$ cat src/design/ct_delta_row_decompressor_defines.svh
// Assertion macros for the delta row decompressor.
`ifndef CT_DELTA_ROW_DECOMPRESSOR_DEFINES_SVH
`define CT_DELTA_ROW_DECOMPRESSOR_DEFINES_SVH

`ifndef SYNTH
`define CTDR_ASSERT(lbl, clk, rst, prop, msg) \
  lbl: assert property (@(posedge clk) disable iff (rst) prop) else $error(msg);
`define CTDR_ASSERT_ALWAYS(lbl, clk, prop, msg) \
  lbl: assert property (@(posedge clk) prop) else $error(msg);
`else
`define CTDR_ASSERT(lbl, clk, rst, prop, msg)
`define CTDR_ASSERT_ALWAYS(lbl, clk, prop, msg)
`endif

`endif

$ cat src/design/ctdr_pkg.sv
// Types and constants shared by the delta row decompressor.
package ctdr_pkg;

  localparam int MAX_WIDTH = 1024;
  localparam int COL_W     = 11;
  localparam int HALF_W    = 10;
  localparam int PIX_W     = 12;
  localparam int BYTE_W    = 8;
  localparam int QDEPTH    = 4;
  localparam int QPTR_W    = 2;
  localparam int QCNT_W    = 3;

  localparam logic [COL_W-1:0] MAX_COL = COL_W'(MAX_WIDTH);

  localparam logic CMD_ROW_START = 1'b0;
  localparam logic CMD_DATA      = 1'b1;

  localparam logic [0:0] REG_ROW_WIDTH = 1'b0;
  localparam logic [0:0] REG_USE_MAP   = 1'b1;

  localparam logic [1:0] PUSH_NONE = 2'd0;
  localparam logic [1:0] PUSH_ONE  = 2'd1;
  localparam logic [1:0] PUSH_TWO  = 2'd2;

  typedef struct packed {
    logic [COL_W-1:0] row_width;
    logic             use_map;
  } ctdr_cfg_t;

  typedef struct packed {
    logic [PIX_W-1:0] pixel_value;
    logic [COL_W-1:0] run_length;
    logic             row_end;
  } ctdr_result_t;

  typedef struct packed {
    logic [1:0]   count;
    ctdr_result_t r0;
    ctdr_result_t r1;
  } ctdr_push_t;

endpackage

$ cat src/design/ctdr_stream_if.sv
// Valid/ready channel interfaces for input bytes and result runs.
interface ctdr_in_if;
  import ctdr_pkg::*;
  logic              valid;
  logic              ready;
  logic              cmd;
  logic [HALF_W-1:0] half_length;
  logic [BYTE_W-1:0] data_byte;
  modport source(output valid, cmd, half_length, data_byte, input ready);
  modport sink(input valid, cmd, half_length, data_byte, output ready);
endinterface

interface ctdr_out_if;
  import ctdr_pkg::*;
  logic             valid;
  logic             ready;
  logic [PIX_W-1:0] pixel_value;
  logic [COL_W-1:0] run_length;
  logic             row_end;
  modport source(output valid, pixel_value, run_length, row_end, input ready);
  modport sink(input valid, pixel_value, run_length, row_end, output ready);
endinterface

$ cat src/design/ctdr_decode.sv
// Input register, row/pixel state and single-pass decode of one byte.
module ctdr_decode (
  input  logic                clk,
  input  logic                rst,
  ctdr_in_if.sink             din,
  input  ctdr_pkg::ctdr_cfg_t cfg,
  input  logic                space_ok,
  output ctdr_pkg::ctdr_push_t push
);
  import ctdr_pkg::*;

  logic              s_valid;
  logic              s_cmd;
  logic [HALF_W-1:0] s_half;
  logic [BYTE_W-1:0] s_byte;

  logic [PIX_W-1:0]  previous_pixel, previous_pixel_next;
  logic              literal_pending, literal_pending_next;
  logic [6:0]        literal_high, literal_high_next;
  logic [COL_W-1:0]  column, column_next;
  logic [COL_W-1:0]  middle_end, middle_end_next;
  logic              in_middle, in_middle_next;

  logic              advance;
  logic [COL_W-1:0]  w;
  logic [HALF_W-1:0] half_w, hl, start;
  logic [COL_W-1:0]  start_c, end_c, col_inc;
  logic [PIX_W-1:0]  pix;

  assign advance   = s_valid && space_ok;
  assign din.ready = !s_valid || advance;

  always_ff @(posedge clk) begin
    if (rst) begin
      s_valid <= 1'b0;
    end else if (din.valid && din.ready) begin
      s_valid <= 1'b1;
    end else if (advance) begin
      s_valid <= 1'b0;
    end
    if (din.valid && din.ready) begin
      s_cmd  <= din.cmd;
      s_half <= din.half_length;
      s_byte <= din.data_byte;
    end
  end

  always_comb begin
    if (cfg.row_width == '0) begin
      w = COL_W'(1);
    end else if (cfg.row_width > MAX_COL) begin
      w = MAX_COL;
    end else begin
      w = cfg.row_width;
    end
    half_w  = w[COL_W-1:1];
    hl      = (s_half > half_w) ? half_w : s_half;
    start   = half_w - hl;
    start_c = cfg.use_map ? {1'b0, start} : '0;
    end_c   = cfg.use_map ? ({1'b0, start} + {hl, 1'b0}) : w;
    col_inc = column + COL_W'(1);
  end

  always_comb begin
    previous_pixel_next  = previous_pixel;
    literal_pending_next = literal_pending;
    literal_high_next    = literal_high;
    column_next          = column;
    middle_end_next      = middle_end;
    in_middle_next       = in_middle;
    pix                  = previous_pixel;
    push                 = '0;
    push.count           = PUSH_NONE;
    if (s_cmd == CMD_ROW_START) begin
      literal_pending_next = 1'b0;
      literal_high_next    = '0;
      column_next          = start_c;
      middle_end_next      = end_c;
      in_middle_next       = (start_c < end_c);
      if (start_c != '0) begin
        push.r0    = '{pixel_value: '0, run_length: start_c, row_end: 1'b0};
        push.count = PUSH_ONE;
        if (start_c >= end_c) begin
          push.r1    = '{pixel_value: '0, run_length: w - end_c, row_end: 1'b1};
          push.count = PUSH_TWO;
        end
      end else if (start_c >= end_c) begin
        push.r0    = '{pixel_value: '0, run_length: w - end_c, row_end: 1'b1};
        push.count = PUSH_ONE;
      end
    end else if (in_middle) begin
      if (literal_pending || s_byte[7]) begin
        if (literal_pending) begin
          pix = {literal_high[3:0], s_byte};
        end else if (s_byte[6]) begin
          pix = previous_pixel + {4'hf, s_byte};
        end else begin
          pix = previous_pixel + {6'd0, s_byte[5:0]};
        end
        previous_pixel_next  = pix;
        literal_pending_next = 1'b0;
        column_next          = col_inc;
        push.r0    = '{pixel_value: pix, run_length: COL_W'(1), row_end: 1'b0};
        push.count = PUSH_ONE;
        if (col_inc >= middle_end) begin
          in_middle_next = 1'b0;
          if (middle_end < w) begin
            push.r1    = '{pixel_value: '0, run_length: w - middle_end, row_end: 1'b1};
            push.count = PUSH_TWO;
          end else begin
            push.r0.row_end = 1'b1;
          end
        end
      end else begin
        literal_high_next    = s_byte[6:0];
        literal_pending_next = 1'b1;
      end
    end
    if (!advance) begin
      push.count = PUSH_NONE;
    end
  end

  always_ff @(posedge clk) begin
    if (rst) begin
      previous_pixel  <= '0;
      literal_pending <= 1'b0;
      literal_high    <= '0;
      column          <= '0;
      middle_end      <= '0;
      in_middle       <= 1'b0;
    end else if (advance) begin
      previous_pixel  <= previous_pixel_next;
      literal_pending <= literal_pending_next;
      literal_high    <= literal_high_next;
      column          <= column_next;
      middle_end      <= middle_end_next;
      in_middle       <= in_middle_next;
    end
  end

endmodule

$ cat src/design/ctdr_result_fifo.sv
// Four-entry result queue taking up to two runs per cycle.
module ctdr_result_fifo (
  input  logic                 clk,
  input  logic                 rst,
  input  ctdr_pkg::ctdr_push_t push,
  output logic                 space_ok,
  ctdr_out_if.source           dout
);
  import ctdr_pkg::*;

  ctdr_result_t      entries [QDEPTH];
  logic [QPTR_W-1:0] wr_ptr, rd_ptr;
  logic [QCNT_W-1:0] count;
  logic              pop;

  assign pop              = dout.valid && dout.ready;
  assign dout.valid       = (count != '0);
  assign dout.pixel_value = entries[rd_ptr].pixel_value;
  assign dout.run_length  = entries[rd_ptr].run_length;
  assign dout.row_end     = entries[rd_ptr].row_end;
  assign space_ok         = (count <= QCNT_W'(QDEPTH - 2));

  always_ff @(posedge clk) begin
    if (rst) begin
      wr_ptr <= '0;
      rd_ptr <= '0;
      count  <= '0;
    end else begin
      wr_ptr <= wr_ptr + QPTR_W'(push.count);
      count  <= count + QCNT_W'(push.count) - QCNT_W'(pop);
      if (pop) begin
        rd_ptr <= rd_ptr + QPTR_W'(1);
      end
    end
    if (push.count != PUSH_NONE) begin
      entries[wr_ptr] <= push.r0;
    end
    if (push.count == PUSH_TWO) begin
      entries[wr_ptr + QPTR_W'(1)] <= push.r1;
    end
  end

endmodule

$ cat src/design/ct_delta_row_decompressor.sv
// Delta row decompressor: byte stream in, run-length pixel runs out, one item per
// clock. An accepted item is held in an input register and decoded in a single
// pass into zero, one or two runs, which go into a four-entry result queue; the
// first run is presented on the output from the head of that queue.
// Input is taken every cycle while the queue has two free entries, so with the
// output draining one run per cycle the rate is one item per cycle, and only items
// that give two runs (row starts with a leading run and an empty middle, the last
// byte of a row middle followed by a trailing run) can briefly stall it.
// Registers: row_width at address 0, use_map at address 4.
`include "ct_delta_row_decompressor_defines.svh"

module ct_delta_row_decompressor (
  input  logic        clk,
  input  logic        rst,
  ctdr_in_if.sink     din,
  ctdr_out_if.source  dout,
  input  logic        psel,
  input  logic        penable,
  input  logic        pwrite,
  input  logic [2:0]  paddr,
  input  logic [31:0] pwdata,
  output logic [31:0] prdata,
  output logic        pready
);
  import ctdr_pkg::*;

  ctdr_cfg_t  cfg;
  ctdr_push_t push;
  logic       space_ok;

  assign pready = 1'b1;

  always_ff @(posedge clk) begin
    if (rst) begin
      cfg.row_width <= COL_W'(512);
      cfg.use_map   <= 1'b1;
    end else if (psel && penable && pwrite) begin
      unique case (paddr[2])
        REG_ROW_WIDTH: cfg.row_width <= pwdata[COL_W-1:0];
        REG_USE_MAP:   cfg.use_map   <= pwdata[0];
        default:       ;
      endcase
    end
  end

  always_comb begin
    unique case (paddr[2])
      REG_ROW_WIDTH: prdata = {{(32-COL_W){1'b0}}, cfg.row_width};
      REG_USE_MAP:   prdata = {31'd0, cfg.use_map};
      default:       prdata = '0;
    endcase
  end

  ctdr_decode u_decode (
    .clk      (clk),
    .rst      (rst),
    .din      (din),
    .cfg      (cfg),
    .space_ok (space_ok),
    .push     (push)
  );

  ctdr_result_fifo u_fifo (
    .clk      (clk),
    .rst      (rst),
    .push     (push),
    .space_ok (space_ok),
    .dout     (dout)
  );

  `CTDR_ASSERT(a_push_needs_space, clk, rst, (push.count != PUSH_NONE) |-> space_ok, "push without queue space")
  `CTDR_ASSERT(a_row_end_last, clk, rst, (push.count == PUSH_TWO) |-> !push.r0.row_end, "row end not on last run")
  `CTDR_ASSERT(a_push_count, clk, rst, push.count <= PUSH_TWO, "bad push count")
  `CTDR_ASSERT_ALWAYS(a_empty_after_reset, clk, $past(rst) |-> !dout.valid, "output valid after reset")

endmodule

$ cat src/flat_wrapper.sv
// flat-port wrapper written by rule: the top's interface ports become plain ports
module ct_delta_row_decompressor_flat import ctdr_pkg::*;
  (clk, rst, psel, penable, pwrite, paddr, pwdata, prdata, pready, din_valid, din_cmd, din_half_length, din_data_byte, din_ready, dout_valid, dout_pixel_value, dout_run_length, dout_row_end, dout_ready);
  ctdr_in_if din_i ();
  ctdr_out_if dout_i ();
  input  logic clk;
  input  logic rst;
  input  logic psel;
  input  logic penable;
  input  logic pwrite;
  input  logic [2:0] paddr;
  input  logic [31:0] pwdata;
  output logic [31:0] prdata;
  output logic pready;
  input wire logic [$bits(din_i.valid)-1:0] din_valid;
  input wire logic [$bits(din_i.cmd)-1:0] din_cmd;
  input wire logic [$bits(din_i.half_length)-1:0] din_half_length;
  input wire logic [$bits(din_i.data_byte)-1:0] din_data_byte;
  output wire logic [$bits(din_i.ready)-1:0] din_ready;
  output wire logic [$bits(dout_i.valid)-1:0] dout_valid;
  output wire logic [$bits(dout_i.pixel_value)-1:0] dout_pixel_value;
  output wire logic [$bits(dout_i.run_length)-1:0] dout_run_length;
  output wire logic [$bits(dout_i.row_end)-1:0] dout_row_end;
  input wire logic [$bits(dout_i.ready)-1:0] dout_ready;
  assign din_i.valid = din_valid;
  assign din_i.cmd = din_cmd;
  assign din_i.half_length = din_half_length;
  assign din_i.data_byte = din_data_byte;
  assign din_ready = din_i.ready;
  assign dout_valid = dout_i.valid;
  assign dout_pixel_value = dout_i.pixel_value;
  assign dout_run_length = dout_i.run_length;
  assign dout_row_end = dout_i.row_end;
  assign dout_i.ready = dout_ready;
  ct_delta_row_decompressor u_core (.clk(clk), .rst(rst), .din(din_i), .dout(dout_i), .psel(psel), .penable(penable), .pwrite(pwrite), .paddr(paddr), .pwdata(pwdata), .prdata(prdata), .pready(pready));
endmodule
$ cat config.mk
export PLATFORM = sky130hd
export DESIGN_NAME = ct_delta_row_decompressor_flat
export DESIGN_NICKNAME = d
export VERILOG_FILES = /design/src/design/ctdr_pkg.sv /design/src/design/ctdr_stream_if.sv /design/src/design/ctdr_decode.sv /design/src/design/ctdr_result_fifo.sv /design/src/design/ct_delta_row_decompressor.sv /design/src/flat_wrapper.sv
export VERILOG_INCLUDE_DIRS = /design/src /design/src/design
export SDC_FILE = /design/constraint.sdc
export NUM_CORES = 1
export LEC_CHECK = 0
export BUFFER_PORTS_ARGS = -buffer_cell sky130_fd_sc_hd__buf_2
export CAP_MARGIN = 20
export CORE_ASPECT_RATIO = 1.75
export CORE_MARGIN = 2
export CORE_UTILIZATION = 60
export DETAILED_ROUTE_END_ITERATION = 10
export PLACE_DENSITY = 0.81
export SKIP_CTS_REPAIR_TIMING = 1
export SYNTH_ARGS = -nofsm -noshare
export SYNTH_HDL_FRONTEND = slang
export SYNTH_SLANG_ARGS = --single-unit
$ cat constraint.sdc
create_clock -name clk -period 21.1 [get_ports clk]
set_input_delay 0 -clock clk [delete_from_list [all_inputs] [get_ports clk]]
set_output_delay 0 -clock clk [all_outputs]
set_load 0.05 [all_outputs]
* Yosys cells after proc, flatten, opt, wreduce, memory -nomap -nowiden
Memories as Yosys holds them, arrays and structs flattened. A register that Yosys moved wholly into a read port is not among the register bits.
Cells that the tools add are included.
** Storage, ports and cells
- Bits in registers :: 79
- Bits in writable memories :: 96
- Input bits :: 61
- Output and inout bits :: 59
- Logic and storage cells :: 104
- Memories kept :: 1
** Operators by class
- $add $sub $neg :: 12
- Order comparisons :: 7
- Eq/ne operators :: 4
- Multiplexer cells :: 43
- Bitwise logic cells :: 2
- Reductions and logical operators :: 20
** Memory list
- u_core.u_fifo.entries :: words 4, bits a word 24, rd ports 1, clocked after memory_dff 1, write ports 2, line ctdr_result_fifo.sv:11 : ctdr_result_t entries [QDEPTH];
** Operator list (number)
- two-way mux 50 bit :: 3
- two-way mux 11 bit :: 6
- one-hot mux 32 bit (2 select lines) :: 1
- two-way mux 25 bit :: 2
- two-way mux 12 bit :: 4
- two-way mux 26 bit :: 1
- two-way mux 24 bit :: 1
- subtractor 11 bit :: 2
- two-way mux 10 bit :: 2
- two-way mux 1 bit :: 14
- adder 12 bit :: 1
- adder 12 x 6 -> 12 bit :: 1
- two-way mux 2 bit :: 6
- two-way mux 4 bit :: 3
- adder 10 x 11 -> 11 bit :: 1
- adder 11 x 1 -> 11 bit (second input constant) :: 1
- greater-or-equal comparator 10 x 11 -> 1 bit :: 1
- greater-or-equal comparator 11 bit :: 1
- greater-than comparator 11 bit (second input constant) :: 1
- zero test 11 bit :: 1
- less-than comparator 10 x 11 -> 1 bit :: 1
- less-than comparator 11 bit :: 1
- nonzero test 11 bit :: 1
- greater-than comparator 10 bit :: 1
- 18 further kinds :: 31

* Logic depth before layout (Yosys ltp)
- Depth after elaboration :: 16
- Mapped depth :: 40
- Depth with buffers taken out :: 39

* Modules after synthesis
Synthesis repeated with hierarchy kept, for this count alone.
** Second synthesis, totals
- Cell total of the unflattened synthesis :: 1171
- Area total of the unflattened synthesis :: 12370.6 µm²
** By module, submodules not included
- ctdr_decode :: times used 1, cells an instance 797, area each 6401.1 µm², seq. area each 1391.3 µm²
- ctdr_result_fifo :: times used 1, cells an instance 285, area each 5183.7 µm², seq. area each 3062.9 µm²
- ct_delta_row_decompressor :: times used 1, cells an instance 89, area each 785.8 µm², seq. area each 240.2 µm²

* Least setup slack after synthesis
No wires, ideal clock.
- Path type :: flip-flop to flip-flop
- Start :: register, netlist name u_core.cfg[7]
- End :: memory u_core.u_fifo.entries[3][0] (netlist name) (enable)
- Setup time :: 350 ps
- Arrival time :: 7884 ps
- Required time :: 20750 ps
- Setup slack :: 12866 ps
- Cell stages (with the launch flop) :: 37
- Path buffers :: 2
- Clock period less this slack :: 8234 ps
- Cell sequence :: dfxtp_1 -> nor4_1 -> nand2_1 -> nor4_1 -> a21o_1 -> nand2_1 -> ha_1 -> a21oi_1 -> o21ai_0 -> a2111oi_2 -> nor2_1 -> buf_1 -> nand2_1 -> o21ai_0 -> ha_1 -> fa_1 -> inv_1 -> ha_1 -> fa_1 -> a21o_1 -> a21oi_1 -> o21bai_1 -> a21oi_1 -> o21bai_1 -> a21oi_1 -> xnor2_1 -> a21oi_1 -> ha_1 -> or2_2 -> a2111oi_0 -> nor3_1 -> ha_1 -> nor2b_1 -> o21ai_0 -> nand3_1 -> clkbuf_1 -> nand2_1
** RTL lines (line)
- end: declaration :: ctdr_result_fifo.sv:11

==> summary.md <==
| Metric | Value |
|---|---|
| Fraction of layout cells with a size suffix above 1 | 12.3% |
| Total wire length | 32.0 mm |
| Power per cell area | 100 mW/mm^2 |
| Pint | 742 uW |
| Slowest stage delay, CP | 830 ps |
| Top Layer Used | met4 |
| Crit Path Category | register to register |
| Worst Hold Class | input pin to register |
| 1st-iter DRT viols | 782 |
| Final setup fails | 0 |
| Async S/R FF share, synth | 0% |
| Max Root-Sink Buffers | 2 |
| Core Box Area | 0.0187 mm^2 |
| Met2 WL post-DR | 16.6 mm |
| Via count | 10200 |
| Seq/Total Area, Yosys | 36.8% |
| Crit path DAT | 11100 ps |
| DRC | 0 |
| Global route total overflow | 0 |
| Slew HR | 27.2% |
| Worst Path Required | 21170 ps |
| Die area | 0.0202 mm^2 |
| Non-filler cells, final | 1598 |
| Clk sinks | 177 |
| VDD IR max | 0.0706 mV |
| Top cell by count, worst path | ha_1 |
| First-pass GRT wire length | 49.6 mm |
| Max Clock Skew | 10.1 ps |
| Cell variety after synth | 78 |
| CTS tree | yes |
| RSZ-0062 raised after global routing | no |
| Number of synthesized flops with an enable pin | 67 |
| Placed Instances | 1533 |
| CP endpoint kind | register |
| WL/cell | 20.1 um |
| CTS clk-pin slew, worst paths | 70 ps |
| Number of synthesized register bits | 177 |
| Total I/O pin count | 120 |
| Core Rows | 66 |
| Cell Area, Synth | 0.0115 mm^2 |
| Dominant cell type by area after synthesis | dfxtp_1 |
| Antenna violations before repair | 0 |
| Period minus WS final | 11030 ps |
| Maxcap violations | 0 |
| Crit-path max FO | 32 |
| Max Fclk | 0.0907 GHz |
| Metal1 wirelength | 11.1 mm |
| Chip Height | 187 um |
| DR vias/cell | 6.37 |
| Net Switching | 538 uW |
| Total CTS buffers | 17 |
| Yosys synthesis warning count | 0 |
| Area grow syn2layout | 11.5% |
| Final hold vios | 0 |
| N_diodes | 0 |
| Pre-antenna DRT Iters | 7 |
| Leakage power | 4.97 nW |
| Share of the synthesized area in the top cell type | 19.2% |
| GR Util All Layers | 31.8% |
| Gate Count Post-Synth | 1272 |
| Post-route ant nets | 0 |
| Sw frac | 42.0% |
| Reg2reg setup slack | 10070 ps |
| Clock share of power | 23.5% |
| Root buf cell | clkbuf_16 |
| RD Place Congestion | 1.04 |
| Setup TNS | 0 ps |
| Ranking of synthesized cells by area | dfxtp_1 19%, edfxtp_1 18%, ha_1 9.3% |
| Ys flop type | dfxtp_1 |
| Routed wl met3 | 1.68 mm |
| Port buffer count | 74 |
| Post-DP HPWL | 23.8 mm |
| Post-place setup slack | 10190 ps |
| Slew at the pin with the worst max-slew slack | 1090 ps |
| Initial Utilization | 61.4% |
| Die X | 108 um |
| Final setup margin | 10070 ps |
| Slowest-stage cell, CP | nor2_1 |
| Largest net degree at the start of global routing | 63 |
| Vias in the first global route | 9885 |
| Status | complete, no violations |
| Seq pwr share | 31.1% |
| CP Launch Type | register |
| Max-slew violations | 0 |
| Mapped Avg Cell Area | 9.00 um^2 |
| Power share of the combinational group | 45.4% |
| Post-route clock period utilization | 52.3% |
| Worst hold slack | 20.6 ps |
| H-Tree Level Count | 4 |
| Final net count | 1499 |
| Worst-skew pair later-pin latency | 440 ps |
[final cells by class]
cell class	instances	area (um^2)
timing repair buffer	118	798
clock inverter	14	121
fill	1497	5890
tap	238	298
sequential	177	4210
multi-input combinational	973	6690
inverter	60	225
clock buffer	18	429
[synthesized netlist by cell type, types with 6 or more instances]
library cell and instances:
nand2b_1 18, ha_1 85, o21a_1 7, nand4_1 6
nand2_1 132, o221ai_1 21, o21ai_0 90, nand3_1 69
nor2_1 109, xnor2_1 35, dfxtp_1 110, edfxtp_1 67
buf_4 22, and3_1 9, nor2b_1 21, a32oi_1 6
a21oi_1 68, clkbuf_1 52, a211oi_1 21, mux2i_1 10
a21o_1 14, o22a_1 7, xor2_1 20, o22ai_1 12
o31ai_1 17, inv_1 58, mux4_2 25, nor3_1 35
fa_1 6, and2_1 13, a22oi_1 14
[worst max-delay path: cells and delay by family (launching register included)]
| kind | cells | cell delay [ps] |
|---|---|---|
| xor+xnor | 1 | 360 |
| compound gates | 13 | 3580 |
| flops | 1 | 350 |
| simple gates | 13 | 4160 |
| fa+ha+maj | 6 | 2180 |
[power by group through the flow]
stage | combinational [mW] | sequential (mW) | clock (mW)
floorplan | 0.434 | 0.397 | 0
global placement | 0.549 | 0.404 | 0
detailed placement | 0.560 | 0.405 | 0
CTS | 0.564 | 0.398 | 0.302
global route | 0.632 | 0.401 | 0.315
finish | 0.581 | 0.398 | 0.300
[layer usage]
metal	GRT usage, %	vias to the layer above
met3	5.66	163
met5	0	-
met4	25.1	0
met1	32.2	4812
li1	-	4755
met2	55.6	445
[cells by family (layout without fill, tap and decap cells)]
logic type      Yosys count  count (layout)  synth area share [%]
compound gates          325             325                  18.9
xor+xnor                 56              56                  4.35
fa+ha+maj                91              91                  10.3
buf+inv                 142             210                  5.46
flops                   177             177                  36.8
mux                      40              40                  6.28
other cells               2              22                0.0656
simple gates            439             439                  17.8
[stage by stage]
stage	utilization (%)	total power, mW	area, um^2
floorplan	-	0.830	11500
global placement	63.6	0.952	11900
detailed placement	63.6	0.965	11900
CTS	66.6	1.26	12400
global route	68.4	1.35	12800
finish	68.4	1.28	12800
[worst paths after layout]
check,startpoint,end,cells past startpoint
max,u_core.cfg[7],u_core.u_fifo.entries[2][2],33
min,penable,u_core.cfg[0],5
max reg2reg,u_core.cfg[7],u_core.u_fifo.entries[2][2],33
min reg2reg,u_core.u_decode.middle_end[10],u_core.u_decode.middle_end[10],2
[placed cells by master (no fill, tap or decap), drive strengths merged, types with 6 or more instances in the layout]
master         n
nand2        133
edfxtp        67
a22oi         14
o21ai         93
o22ai         12
inv           67
xnor2         36
buf           87
a21oi         71
mux2i         10
and2          14
nand4          6
o221ai        21
dlygate4sd3   31
clkinv         6
conb          22
and3           9
dfxtp        110
a21o          14
mux4          25
nand3         69
fa             6
nor3          35
nand2b        18
nor2         109
o22a           7
xor2          20
o31ai         18
o21a           8
clkbuf        18
a211oi        21
ha            85
nor2b         21
a32oi          7
[flip-flops by register name (all words and copies together) (netlist names), 2 cells and up, named ones only]
name / count
u_core.cfg: 12
u_core.u_decode.s_byte: 8
u_core.u_fifo.wr_ptr: 2
u_core.u_fifo.count: 3
u_core.u_decode.previous_pixel: 12
u_core.u_fifo.entries: 96
u_core.u_fifo.rd_ptr: 2
u_core.u_decode.s_half: 10
u_core.u_decode.middle_end: 11
u_core.u_decode.column: 11
u_core.u_decode.literal_high: 4
(Power assumes the default switching activity.)
